`config.mk`:
```
export PLATFORM = sky130hd
export DESIGN_NAME = nonce_replay_and_timestamp_guard
export DESIGN_NICKNAME = d
export VERILOG_FILES = /design/src/hdl/nrg_pkg.sv /design/src/hdl/nrg_regs.sv /design/src/hdl/nrg_window.sv /design/src/hdl/nonce_replay_and_timestamp_guard.sv
export VERILOG_INCLUDE_DIRS = /design/src /design/src/hdl
export SDC_FILE = /design/constraint.sdc
export NUM_CORES = 2
export LEC_CHECK = 0
export BUFFER_PORTS_ARGS = -buffer_cell sky130_fd_sc_hd__buf_4
export CAP_MARGIN = 20
export CORE_AREA = 2 2 481 483
export CTS_CLUSTER_SIZE = 14
export DETAILED_ROUTE_END_ITERATION = 7
export DIE_AREA = 0 0 483 485
export PLACE_DENSITY_LB_ADDON = 0.08
export SETUP_SLACK_MARGIN = 0.05
export SYNTH_ARGS = -nofsm -noshare
export SYNTH_HDL_FRONTEND = slang
export SYNTH_HIERARCHICAL = 1
export SYNTH_SLANG_ARGS = --single-unit
```
`constraint.sdc`:
```
create_clock -name clk_i -period 8.6 [get_ports clk_i]
set_input_delay 1.29 -clock clk_i [delete_from_list [all_inputs] [get_ports clk_i]]
set_output_delay 1.29 -clock clk_i [all_outputs]
set_load 0.02 [all_outputs]
```
`src/hdl/nonce_replay_and_timestamp_guard_defines.svh`:
```
// Assertion macros shared by the RTL files.
`ifndef NONCE_REPLAY_AND_TIMESTAMP_GUARD_DEFINES_SVH
`define NONCE_REPLAY_AND_TIMESTAMP_GUARD_DEFINES_SVH

`ifndef NO_ASSERTIONS
`define NRG_ASSERT(lbl, prop, msg) \
  lbl: assert property (@(posedge clk_i) disable iff (!rst_ni) prop) else $error(msg);
`define NRG_ASSERT_NEVER(lbl, prop, msg) \
  lbl: assert property (@(posedge clk_i) disable iff (!rst_ni) !(prop)) else $error(msg);
`else
`define NRG_ASSERT(lbl, prop, msg)
`define NRG_ASSERT_NEVER(lbl, prop, msg)
`endif

`endif

```
`src/hdl/nrg_pkg.sv`:
```
package nrg_pkg;

  localparam int unsigned NonceDepth = 64;
  localparam int unsigned HeadW      = (NonceDepth > 1) ? $clog2(NonceDepth) : 1;
  localparam int unsigned NonceW     = 32;
  localparam int unsigned WallW      = 40;
  localparam int unsigned MsgTimeW   = 41;
  localparam int unsigned DiffW      = 43;
  localparam int unsigned WindowW    = 16;
  localparam int unsigned DataW      = 64;
  localparam int unsigned AddrW      = 5;
  localparam int unsigned RegIdxW    = 2;

  localparam logic [RegIdxW-1:0] RegKeyLoaded  = 2'd0;
  localparam logic [RegIdxW-1:0] RegTimeWindow = 2'd1;
  localparam logic [RegIdxW-1:0] RegTrustThr   = 2'd2;

  localparam logic [WindowW-1:0] WindowRst = 16'd60;
  localparam logic [WallW-1:0]   TrustRst  = 40'd1700000000;

  typedef enum logic [2:0] {
    StOk     = 3'd0,
    StNoKey  = 3'd1,
    StTime   = 3'd2,
    StReplay = 3'd3,
    StBadSig = 3'd4
  } status_e;

  typedef enum logic {
    CmdVerify = 1'b0,
    CmdClear  = 1'b1
  } cmd_e;

  typedef struct packed {
    logic               key_loaded;
    logic [WindowW-1:0] window;
    logic [WallW-1:0]   trust_thr;
  } cfg_t;

  typedef struct packed {
    logic              clear;
    logic              push;
    logic [NonceW-1:0] nonce;
  } win_req_t;

endpackage

```
`src/hdl/nrg_regs.sv`:
```
module nrg_regs
  import nrg_pkg::*;
(
  input  logic             clk_i,
  input  logic             rst_ni,
  input  logic             psel,
  input  logic             penable,
  input  logic             pwrite,
  input  logic [AddrW-1:0] paddr,
  input  logic [DataW-1:0] pwdata,
  output logic [DataW-1:0] prdata,
  output logic             pready,
  output cfg_t             cfg_o
);

  logic               key_q;
  logic [WindowW-1:0] window_q;
  logic [WallW-1:0]   thr_q;
  logic [RegIdxW-1:0] idx;
  logic               wr_en;

  assign idx    = paddr[AddrW-1:AddrW-RegIdxW];
  assign pready = 1'b1;
  assign wr_en  = psel && penable && pwrite && pready;

  always_ff @(posedge clk_i or negedge rst_ni) begin
    if (!rst_ni) begin
      key_q    <= 1'b0;
      window_q <= WindowRst;
      thr_q    <= TrustRst;
    end else if (wr_en) begin
      case (idx)
        RegKeyLoaded:  key_q    <= pwdata[0];
        RegTimeWindow: window_q <= pwdata[WindowW-1:0];
        RegTrustThr:   thr_q    <= pwdata[WallW-1:0];
        default: ;
      endcase
    end
  end

  always_comb begin
    case (idx)
      RegKeyLoaded:  prdata = DataW'(key_q);
      RegTimeWindow: prdata = DataW'(window_q);
      RegTrustThr:   prdata = DataW'(thr_q);
      default:       prdata = '0;
    endcase
  end

  assign cfg_o = '{key_loaded: key_q, window: window_q, trust_thr: thr_q};

endmodule

```
`src/hdl/nrg_window.sv`:
```
`include "nonce_replay_and_timestamp_guard_defines.svh"

module nrg_window
  import nrg_pkg::*;
(
  input  logic     clk_i,
  input  logic     rst_ni,
  input  win_req_t req_i,
  output logic     seen_o
);

  logic [NonceW-1:0]     store_q [NonceDepth];
  logic [NonceDepth-1:0] vld_q;
  logic [HeadW-1:0]      head_q;
  logic [HeadW-1:0]      head_d;
  logic [NonceDepth-1:0] hit;

  always_ff @(posedge clk_i) begin
    if (req_i.push) begin
      store_q[head_q] <= req_i.nonce;
    end
  end

  always_comb begin
    head_d = head_q;
    if (req_i.clear) begin
      head_d = '0;
    end else if (req_i.push) begin
      if (head_q == HeadW'(NonceDepth - 1)) begin
        head_d = '0;
      end else begin
        head_d = head_q + HeadW'(1);
      end
    end
  end

  always_ff @(posedge clk_i or negedge rst_ni) begin
    if (!rst_ni) begin
      head_q <= '0;
      vld_q  <= '0;
    end else begin
      head_q <= head_d;
      if (req_i.clear) begin
        vld_q <= '0;
      end else if (req_i.push) begin
        vld_q[head_q] <= 1'b1;
      end
    end
  end

  // zero never matches
  always_comb begin
    for (int i = 0; i < NonceDepth; i++) begin
      hit[i] = vld_q[i] && (store_q[i] == req_i.nonce);
    end
  end

  assign seen_o = (|hit) && (req_i.nonce != '0);

  `NRG_ASSERT(a_clear_empties, req_i.clear |=> (head_q == '0) && (vld_q == '0), "clear left entries")
  `NRG_ASSERT(a_push_fills, req_i.push && !req_i.clear |=> vld_q != '0, "push left store empty")
  `NRG_ASSERT(a_head_holds, !req_i.push && !req_i.clear |=> $stable(head_q), "head moved")

endmodule

```
`src/hdl/nonce_replay_and_timestamp_guard.sv`:
```
// Channel  | Ports                                         | Dir | Handshake
// command  | command_i nonce_i msg_time_i wall_time_i      | in  | start & !busy
//          | mac_match_i                                   |     |
// result   | status_o                                      | out | result_valid_o, 1 cycle
// config   | psel penable pwrite paddr pwdata prdata       | in  | APB, pready tied high
//
// One word per cycle: busy stays low. A word is registered, checked against the
// window registers and the nonce store, and its status is then registered.
// The nonce store and ring head update at the edge that registers the status, so the
// following word sees them. Reset clears the valid bits of all store entries at once.
// The receiver cannot stall; each status is shown for one cycle.
`include "nonce_replay_and_timestamp_guard_defines.svh"

module nonce_replay_and_timestamp_guard
  import nrg_pkg::*;
(
  input  logic                       clk_i,
  input  logic                       rst_ni,
  input  logic                       start,
  output logic                       busy,
  input  logic                       command_i,
  input  logic [NonceW-1:0]          nonce_i,
  input  logic signed [MsgTimeW-1:0] msg_time_i,
  input  logic [WallW-1:0]           wall_time_i,
  input  logic                       mac_match_i,
  output logic                       result_valid_o,
  output logic [2:0]                 status_o,
  input  logic                       psel,
  input  logic                       penable,
  input  logic                       pwrite,
  input  logic [AddrW-1:0]           paddr,
  input  logic [DataW-1:0]           pwdata,
  output logic [DataW-1:0]           prdata,
  output logic                       pready
);

  cfg_t                       cfg;
  win_req_t                   win_req;
  logic                       seen;
  logic                       accept;
  logic                       item_vld_q;
  cmd_e                       cmd_q;
  logic [NonceW-1:0]          nonce_q;
  logic signed [MsgTimeW-1:0] msg_q;
  logic [WallW-1:0]           wall_q;
  logic                       mac_q;
  logic signed [DiffW-1:0]    wall_s;
  logic signed [DiffW-1:0]    msg_s;
  logic signed [DiffW-1:0]    win_s;
  logic signed [DiffW-1:0]    diff_fwd;
  logic signed [DiffW-1:0]    diff_rev;
  logic                       late;
  status_e                    status_d;
  status_e                    status_q;
  logic                       result_valid_q;

  nrg_regs u_regs (
    .clk_i   (clk_i),
    .rst_ni  (rst_ni),
    .psel    (psel),
    .penable (penable),
    .pwrite  (pwrite),
    .paddr   (paddr),
    .pwdata  (pwdata),
    .prdata  (prdata),
    .pready  (pready),
    .cfg_o   (cfg)
  );

  assign busy   = 1'b0;
  assign accept = start && !busy;

  always_ff @(posedge clk_i or negedge rst_ni) begin
    if (!rst_ni) begin
      item_vld_q <= 1'b0;
    end else begin
      item_vld_q <= accept;
    end
  end

  always_ff @(posedge clk_i) begin
    if (accept) begin
      cmd_q   <= cmd_e'(command_i);
      nonce_q <= nonce_i;
      msg_q   <= msg_time_i;
      wall_q  <= wall_time_i;
      mac_q   <= mac_match_i;
    end
  end

  assign wall_s   = $signed({{(DiffW-WallW){1'b0}}, wall_q});
  assign msg_s    = $signed({{(DiffW-MsgTimeW){msg_q[MsgTimeW-1]}}, msg_q});
  assign win_s    = $signed({{(DiffW-WindowW){1'b0}}, cfg.window});
  assign diff_fwd = wall_s - msg_s;
  assign diff_rev = msg_s - wall_s;
  assign late     = (wall_q >= cfg.trust_thr) && ((diff_fwd > win_s) || (diff_rev > win_s));

  always_comb begin
    if (cmd_q == CmdClear) begin
      status_d = StOk;
    end else if (!cfg.key_loaded) begin
      status_d = StNoKey;
    end else if (late) begin
      status_d = StTime;
    end else if (seen) begin
      status_d = StReplay;
    end else if (!mac_q) begin
      status_d = StBadSig;
    end else begin
      status_d = StOk;
    end
  end

  assign win_req = '{
    clear: item_vld_q && (cmd_q == CmdClear),
    push:  item_vld_q && (cmd_q == CmdVerify) && (status_d == StOk),
    nonce: nonce_q
  };

  nrg_window u_window (
    .clk_i  (clk_i),
    .rst_ni (rst_ni),
    .req_i  (win_req),
    .seen_o (seen)
  );

  always_ff @(posedge clk_i or negedge rst_ni) begin
    if (!rst_ni) begin
      result_valid_q <= 1'b0;
    end else begin
      result_valid_q <= item_vld_q;
    end
  end

  always_ff @(posedge clk_i) begin
    if (item_vld_q) begin
      status_q <= status_d;
    end
  end

  assign result_valid_o = result_valid_q;
  assign status_o       = status_q;

  `NRG_ASSERT(a_word_yields_status, accept |=> ##1 result_valid_o, "status lost")
  `NRG_ASSERT(a_no_spurious_status, !item_vld_q |=> !result_valid_o, "status without word")
  `NRG_ASSERT_NEVER(a_push_only_on_ok, win_req.push && (status_d != StOk), "failed word stored")

endmodule
```
## Word-level counts from Yosys, hierarchy flattened

Memory sizes are Yosys's and may differ from the RTL's.
Index checks and enable logic that the tools add are counted.

| storage, ports and cells | value |
|---|---|
| input port bits | 190 |
| flip-flop bits (word level) | 247 |
| word-level logic and storage cells | 187 |
| output and inout port bits | 70 |
| RAM bits | 2048 |
| memories kept | 1 |

Memories:

| memory | words | width | read ports | clocked after memory_dff | write ports | RTL line | source |
|---|---|---|---|---|---|---|---|
| u_window.store_q | 64 | 32 | 64 | 0 | 1 | nrg_window.sv:12 | `logic [NonceW-1:0] store_q [NonceDepth];` |

| cells by class | value |
|---|---|
| multiplexer cells | 15 |
| bitwise gates (word level) | 2 |
| equal/unequal tests | 67 |
| reductions and logical operators | 81 |
| $add $sub $neg | 3 |
| magnitude comparators | 5 |

Operators by type and width:

| kind | count |
|---|---|
| == test 32 bit | 64 |
| 2-to-1 mux 64 bit | 2 |
| case mux 40 bit (3 select lines) | 1 |
| greater-than comparator 42 x 17 -> 1 bit | 2 |
| subtractor 41 x 41 -> 42 bit | 2 |
| logical AND 1 bit | 72 |
| bitwise OR 64 bit | 1 |
| OR reduction 64 bit | 1 |
| greater-or-equal comparator 40 bit | 1 |
| nonzero test 32 bit | 1 |
| 2-to-1 mux 6 bit | 3 |
| 2-to-1 mux 3 bit | 5 |
| less-than comparator 6 x 7 -> 1 bit (second input constant) | 1 |
| adder 6 x 1 -> 6 bit (second input constant) | 1 |
| demux 1 bit (select 6 bit) | 1 |
| == test 6 bit (second input constant) | 1 |
| greater-or-equal comparator 6 x 1 -> 1 bit (second input constant) | 1 |
| AND reduction 2 bit | 3 |
| logical NOT 3 bit | 1 |
| 2-to-1 mux 1 bit | 3 |
| == test 2 x 1 -> 1 bit (second input constant) | 1 |
| == test 2 bit (second input constant) | 1 |
| logical NOT 2 bit | 1 |
| nonzero test 2 bit | 1 |
| other kinds (2) | 2 |

## Depth between registers and ports, before layout

An unclocked memory read counts as a cell.

| logic depth | value |
|---|---|
| depth in word-level cells | 13 |
| gate-level depth with buffers | 27 |

## Modules after synthesis

The synthesis kept the hierarchy.

Modules (own cells, without submodules):

| module | cells each | times used | sequential area each (um^2) | area each (um^2) |
|---|---|---|---|---|
| nrg_window | 5400 | 1 | 63250.7 | 88905.3 |
| nonce_replay_and_timestamp_guard | 1207 | 1 | 3593.4 | 10882.9 |
| nrg_regs | 200 | 1 | 1447.6 | 2713.9 |

## Worst setup path after synthesis

Ideal clock, no wire load.

| timing path | value |
|---|---|
| path type | reg-to-reg |
| from | reg wall_q[0] |
| to | mem u_window.store_q[52][0] (enable) |
| slack | 1042 ps |
| library setup time | 463 ps |
| arrival | 7095 ps |
| buffers on the path | 1 |
| cell stages (with the launch flop) | 23 |
| data required time | 8137 ps |
| path through | edfxtp_1 inv_1 ha_1 inv_1 fa_1 nand3_1 a21oi_1 nor2_2 o21bai_1 xor2_1 ha_1 nand4_1 nor4_1 o22ai_1 a311oi_1 nand4_1 or4_1 o211a_1 nor4_1 and2_1 clkbuf_1 nand2_1 nor3_1 |

RTL lines:

| element | RTL line | source |
|---|---|---|
| from (decl) | nonce_replay_and_timestamp_guard.sv:45 | `logic [WallW-1:0] wall_q;` |
| from (signal assigned) | nonce_replay_and_timestamp_guard.sv:86 | `wall_q <= wall_time_i;` |
| to (decl) | nrg_window.sv:12 |  |

==> impl_metrics.yaml <==
place:
  dp_cells: 10000
  dp_hpwl_um: 164000
  port_buffers: 206
  globalplace.congestion: 0.892
setup_path:
  worstSetupPathDepth: 23
  worstSetupPathType: "register to register"
  r2r_cells: 23
  r2r_setup_slack_ns: 1.43
  path_delay_family: "compound AO/OA/AOI/OAI gates"
  cp-end-kind: "register"
  start_kind: "register"
  worstPathCellList: "ha_1, o211ai_1, a21oi_1, nor2_1, o21ai_0, xor2_1, ha_1, a21o_1, a21oi_1, nor2b_1, o21ai_0, a21oi_1, o31ai_1, o2111ai_1, or4_1, o211a_1, nor4_2, buf_4, and2_1, nand3_1, buf_12, nor2_2, buf_4"
  worstReg2RegEnd: "u_window/store_q[63][3]$_DFFE_PP_"
  cpMostUsedCell: "a21oi_1"
  slowest_stage: "o31ai_1"
  crit_required_ns: 9.13
  crit_buf_inv: 3
  crit_fanout: 20
  cp_slowest_stage_delay_ns: 0.77
  rr_startpoint: "wall_q[2]$_DFFE_PP_"
  worst_ep_arrival_time_ns: 7.70
global_routing:
  grt_pass1_wl_um: 396000
  grt_start_max_net_pins: 68
  grt_overflow: 0
  first_global_vias: 55400
  antenna_found_initial: 11
  grt_use_total: 0.230
floorplan:
  rows: 176
  ios: 260
  die-area_mm2: 0.234
  die_y_um: 485
  die_x_um: 483
  coreArea_mm2: 0.229
  start_util: 0.448
pwr:
  power.density_mw_per_mm2: 223
  clock_power_share: 0.400
  p_sw_frac: 0.249
  p_leak_nw: 38.1
  peakVddDrop_uv: 183
  p_sw_mw: 6.47
  seqPwrFrac: 0.484
  p_int_mw: 19.6
  combPwrFrac: 0.116
drt:
  wl_um: 274000
  drc: 0
  dr_wl_met2_um: 126000
  vias: 56400
  first_pass_iters: 7
  top_layer: "met4"
  drt_iter0_drc: 4782
  met3WireLength_um: 12300
  final_antenna_net_count: 0
  m1WireLength_um: 131000
  avgRoutedWirePerCell_um: 26.2
  routed_via_density: 5.39
yosys:
  netlist-cell-type-count: 93
  synth-edff-count: 2166
  ys_seq_area_frac: 0.666
  ys_ff_latch: 2295
  postSynthCellCount: 6807
  syn_area_per_cell_um2: 15.1
  ys_warn_count: 6
  syn_area_mm2: 0.103
  synth_ff_type: "edfxtp_1"
  async_flop_share: 0.0562
outcome:
  status: "finished clean"
timing:
  period_share: 0.834
  fmax_mhz: 140
  grt_setup_unrepaired: "no"
  finalSetupTns_ns: 0
  finalMaxSlewViolations: 0
  slew_headroom: 0.243
  skew_ns: 0.0658
  worst-slew-pin-transition_ns: 1.13
  setup_viol: 0
  hold_viol_final: 0
  period_minus_slack_ns: 7.17
finish:
  fin_nets: 7563
  multi_input_area_mm2: 0.0313
  fillers: 19300
  final_util: 0.510
  regArea_mm2: 0.0683
  finalNonFillerCells: 10500
  final_layout_size_suffix_gt1_frac: 0.136
  syn_to_final_growth_pct: 14.0
clock_network:
  cts_buffers: 239
  postCtsResizedCells: 0
  cts-root-buf: "clkbuf_16"
  clkTransAtPathRegs_ns: 0.06
  cts_tree: "yes"
  post_cts_buffers: 0
  clock-sinks: 2295
  hold_buffers: 0
  insertion_delay_ns: 0.88
  cts_htree_levels: 4
  cts_max_path_buffers: 3
min_path:
  hold_class: "primary input to asynchronous set/reset pin"
job:
  cap_viol_max_count: 0
## through the flow
stage	power, mW	worst slack [ns]	instance area (µm²)	hold slack, ns
3_3_place_gp	15.8	1.46	109000	0.478
5_1_grt	27.0	0.856	117000	0.429
2_1_floorplan	14.7	1.04	103000	0.448
4_1_cts	26.3	1.38	117000	0.375
6_report	26.0	1.43	117000	0.449
3_5_place_dp	15.9	1.44	109000	0.486
## worst reg2reg max path, cell delays in order, from the launching register on
cell and delay (ns):
edfxtp_1 0.46, ha_1 0.51, o211ai_1 0.14, a21oi_1 0.42, nor2_1 0.15, o21ai_0 0.21
xor2_1 0.20, ha_1 0.27, a21o_1 0.18, a21oi_1 0.15, nor2b_1 0.06, o21ai_0 0.17
a21oi_1 0.10, o31ai_1 0.77, o2111ai_1 0.29, or4_1 0.47, o211a_1 0.31, nor4_2 0.28
buf_4 0.22, and2_1 0.30, nand3_1 0.40, buf_12 0.32, nor2_2 0.14, buf_4 0.32
## power by group through the flow
stage	sequential, mW	combinational (mW)	clock [mW]
6_report	12.6	3.03	10.4
5_1_grt	12.6	3.30	11.1
4_1_cts	12.6	3.07	10.7
3_5_place_dp	12.8	3.05	0
3_3_place_gp	12.8	3.02	0
2_1_floorplan	12.9	1.88	0
## logic make-up after synthesis
logic type,Yosys count,synth area share
muxes,67,0.00728
and+or+nand+nor,1285,0.0692
buffers and inverters,485,0.0326
other,3,0.000110
DFF,2295,0.666
AOI/OAI and AO/OA,419,0.0263
xor gates and xnor gates,2099,0.179
adders and majority gates,154,0.0189
## registers in the layout (all words and copies together), names as in the netlist
| signal | count |
|---|---|
| u_regs/thr_q | 40 |
| cmd_q | 1 |
| result_valid_o | 1 |
| u_regs/key_q | 1 |
| u_window/vld_q | 64 |
| mac_q | 1 |
| status_o | 3 |
| item_vld_q | 1 |
| u_regs/window_q | 16 |
| u_window/head_q | 6 |
| wall_q | 40 |
| nonce_q | 32 |
| u_window/store_q | 2048 |
| msg_q | 41 |
## synth_stat cells (all sizes together) (60+ instances only)
cell       n  area, µm²
edfxtp  2166      65000
xnor2   1483      13000
xor2     616       5400
nand4    429       2680
buf      290       2570
nor4     254       1600
nor2     253        952
inv      164        616
ha       152       1900
a21oi    131        667
dfrtp    112       2800
nand2    102        398
nand3     98        495
o21ai     86        430
mux2      60        676
## final cells by class
type                       instances  share of cell area
multi-input combinational       4050               0.268
timing repair buffer             469              0.0422
clock buffer                     321              0.0560
tap                             3026              0.0324
clock inverter                   133              0.0120
antenna                            6            0.000128
sequential                      2295               0.584
inverter                         164             0.00527
## how the worst max path moves through the flow
stage	to	from
floorplan	u_window/store_q[52][0]$_DFFE_PP_	wall_q[0]$_DFFE_PP_
global placement	u_window/store_q[63][22]$_DFFE_PP_	wall_q[3]$_DFFE_PP_
detailed placement	u_window/store_q[63][3]$_DFFE_PP_	wall_q[3]$_DFFE_PP_
CTS	u_window/store_q[63][3]$_DFFE_PP_	wall_q[3]$_DFFE_PP_
global route	u_window/store_q[63][3]$_DFFE_PP_	wall_q[3]$_DFFE_PP_
finish	u_window/store_q[63][3]$_DFFE_PP_	wall_q[2]$_DFFE_PP_
## cells in the final DEF (no fill, tap or decap), drive strengths merged, types with 31 or more instances in the layout
cell / n
clkinv: 96
nor2: 253
nand3: 98
ha: 152
xor2: 616
a21o: 32
xnor2: 1483
buf: 469
edfxtp: 2166
nand4: 429
mux2: 60
o21ai: 86
inv: 171
nor3: 50
nor4: 254
dfrtp: 112
and2: 31
clkbuf: 321
nand2: 102
a21oi: 131
## routing by layer
layer  vias to the layer above  global-route usage
met2                      1290               0.363
li1                      25600                   -
met1                     29100               0.344
met4                         0              0.0452
met3                       295              0.0299
met5                         -                   0
Note: power is estimated with default switching activity, not from simulation.
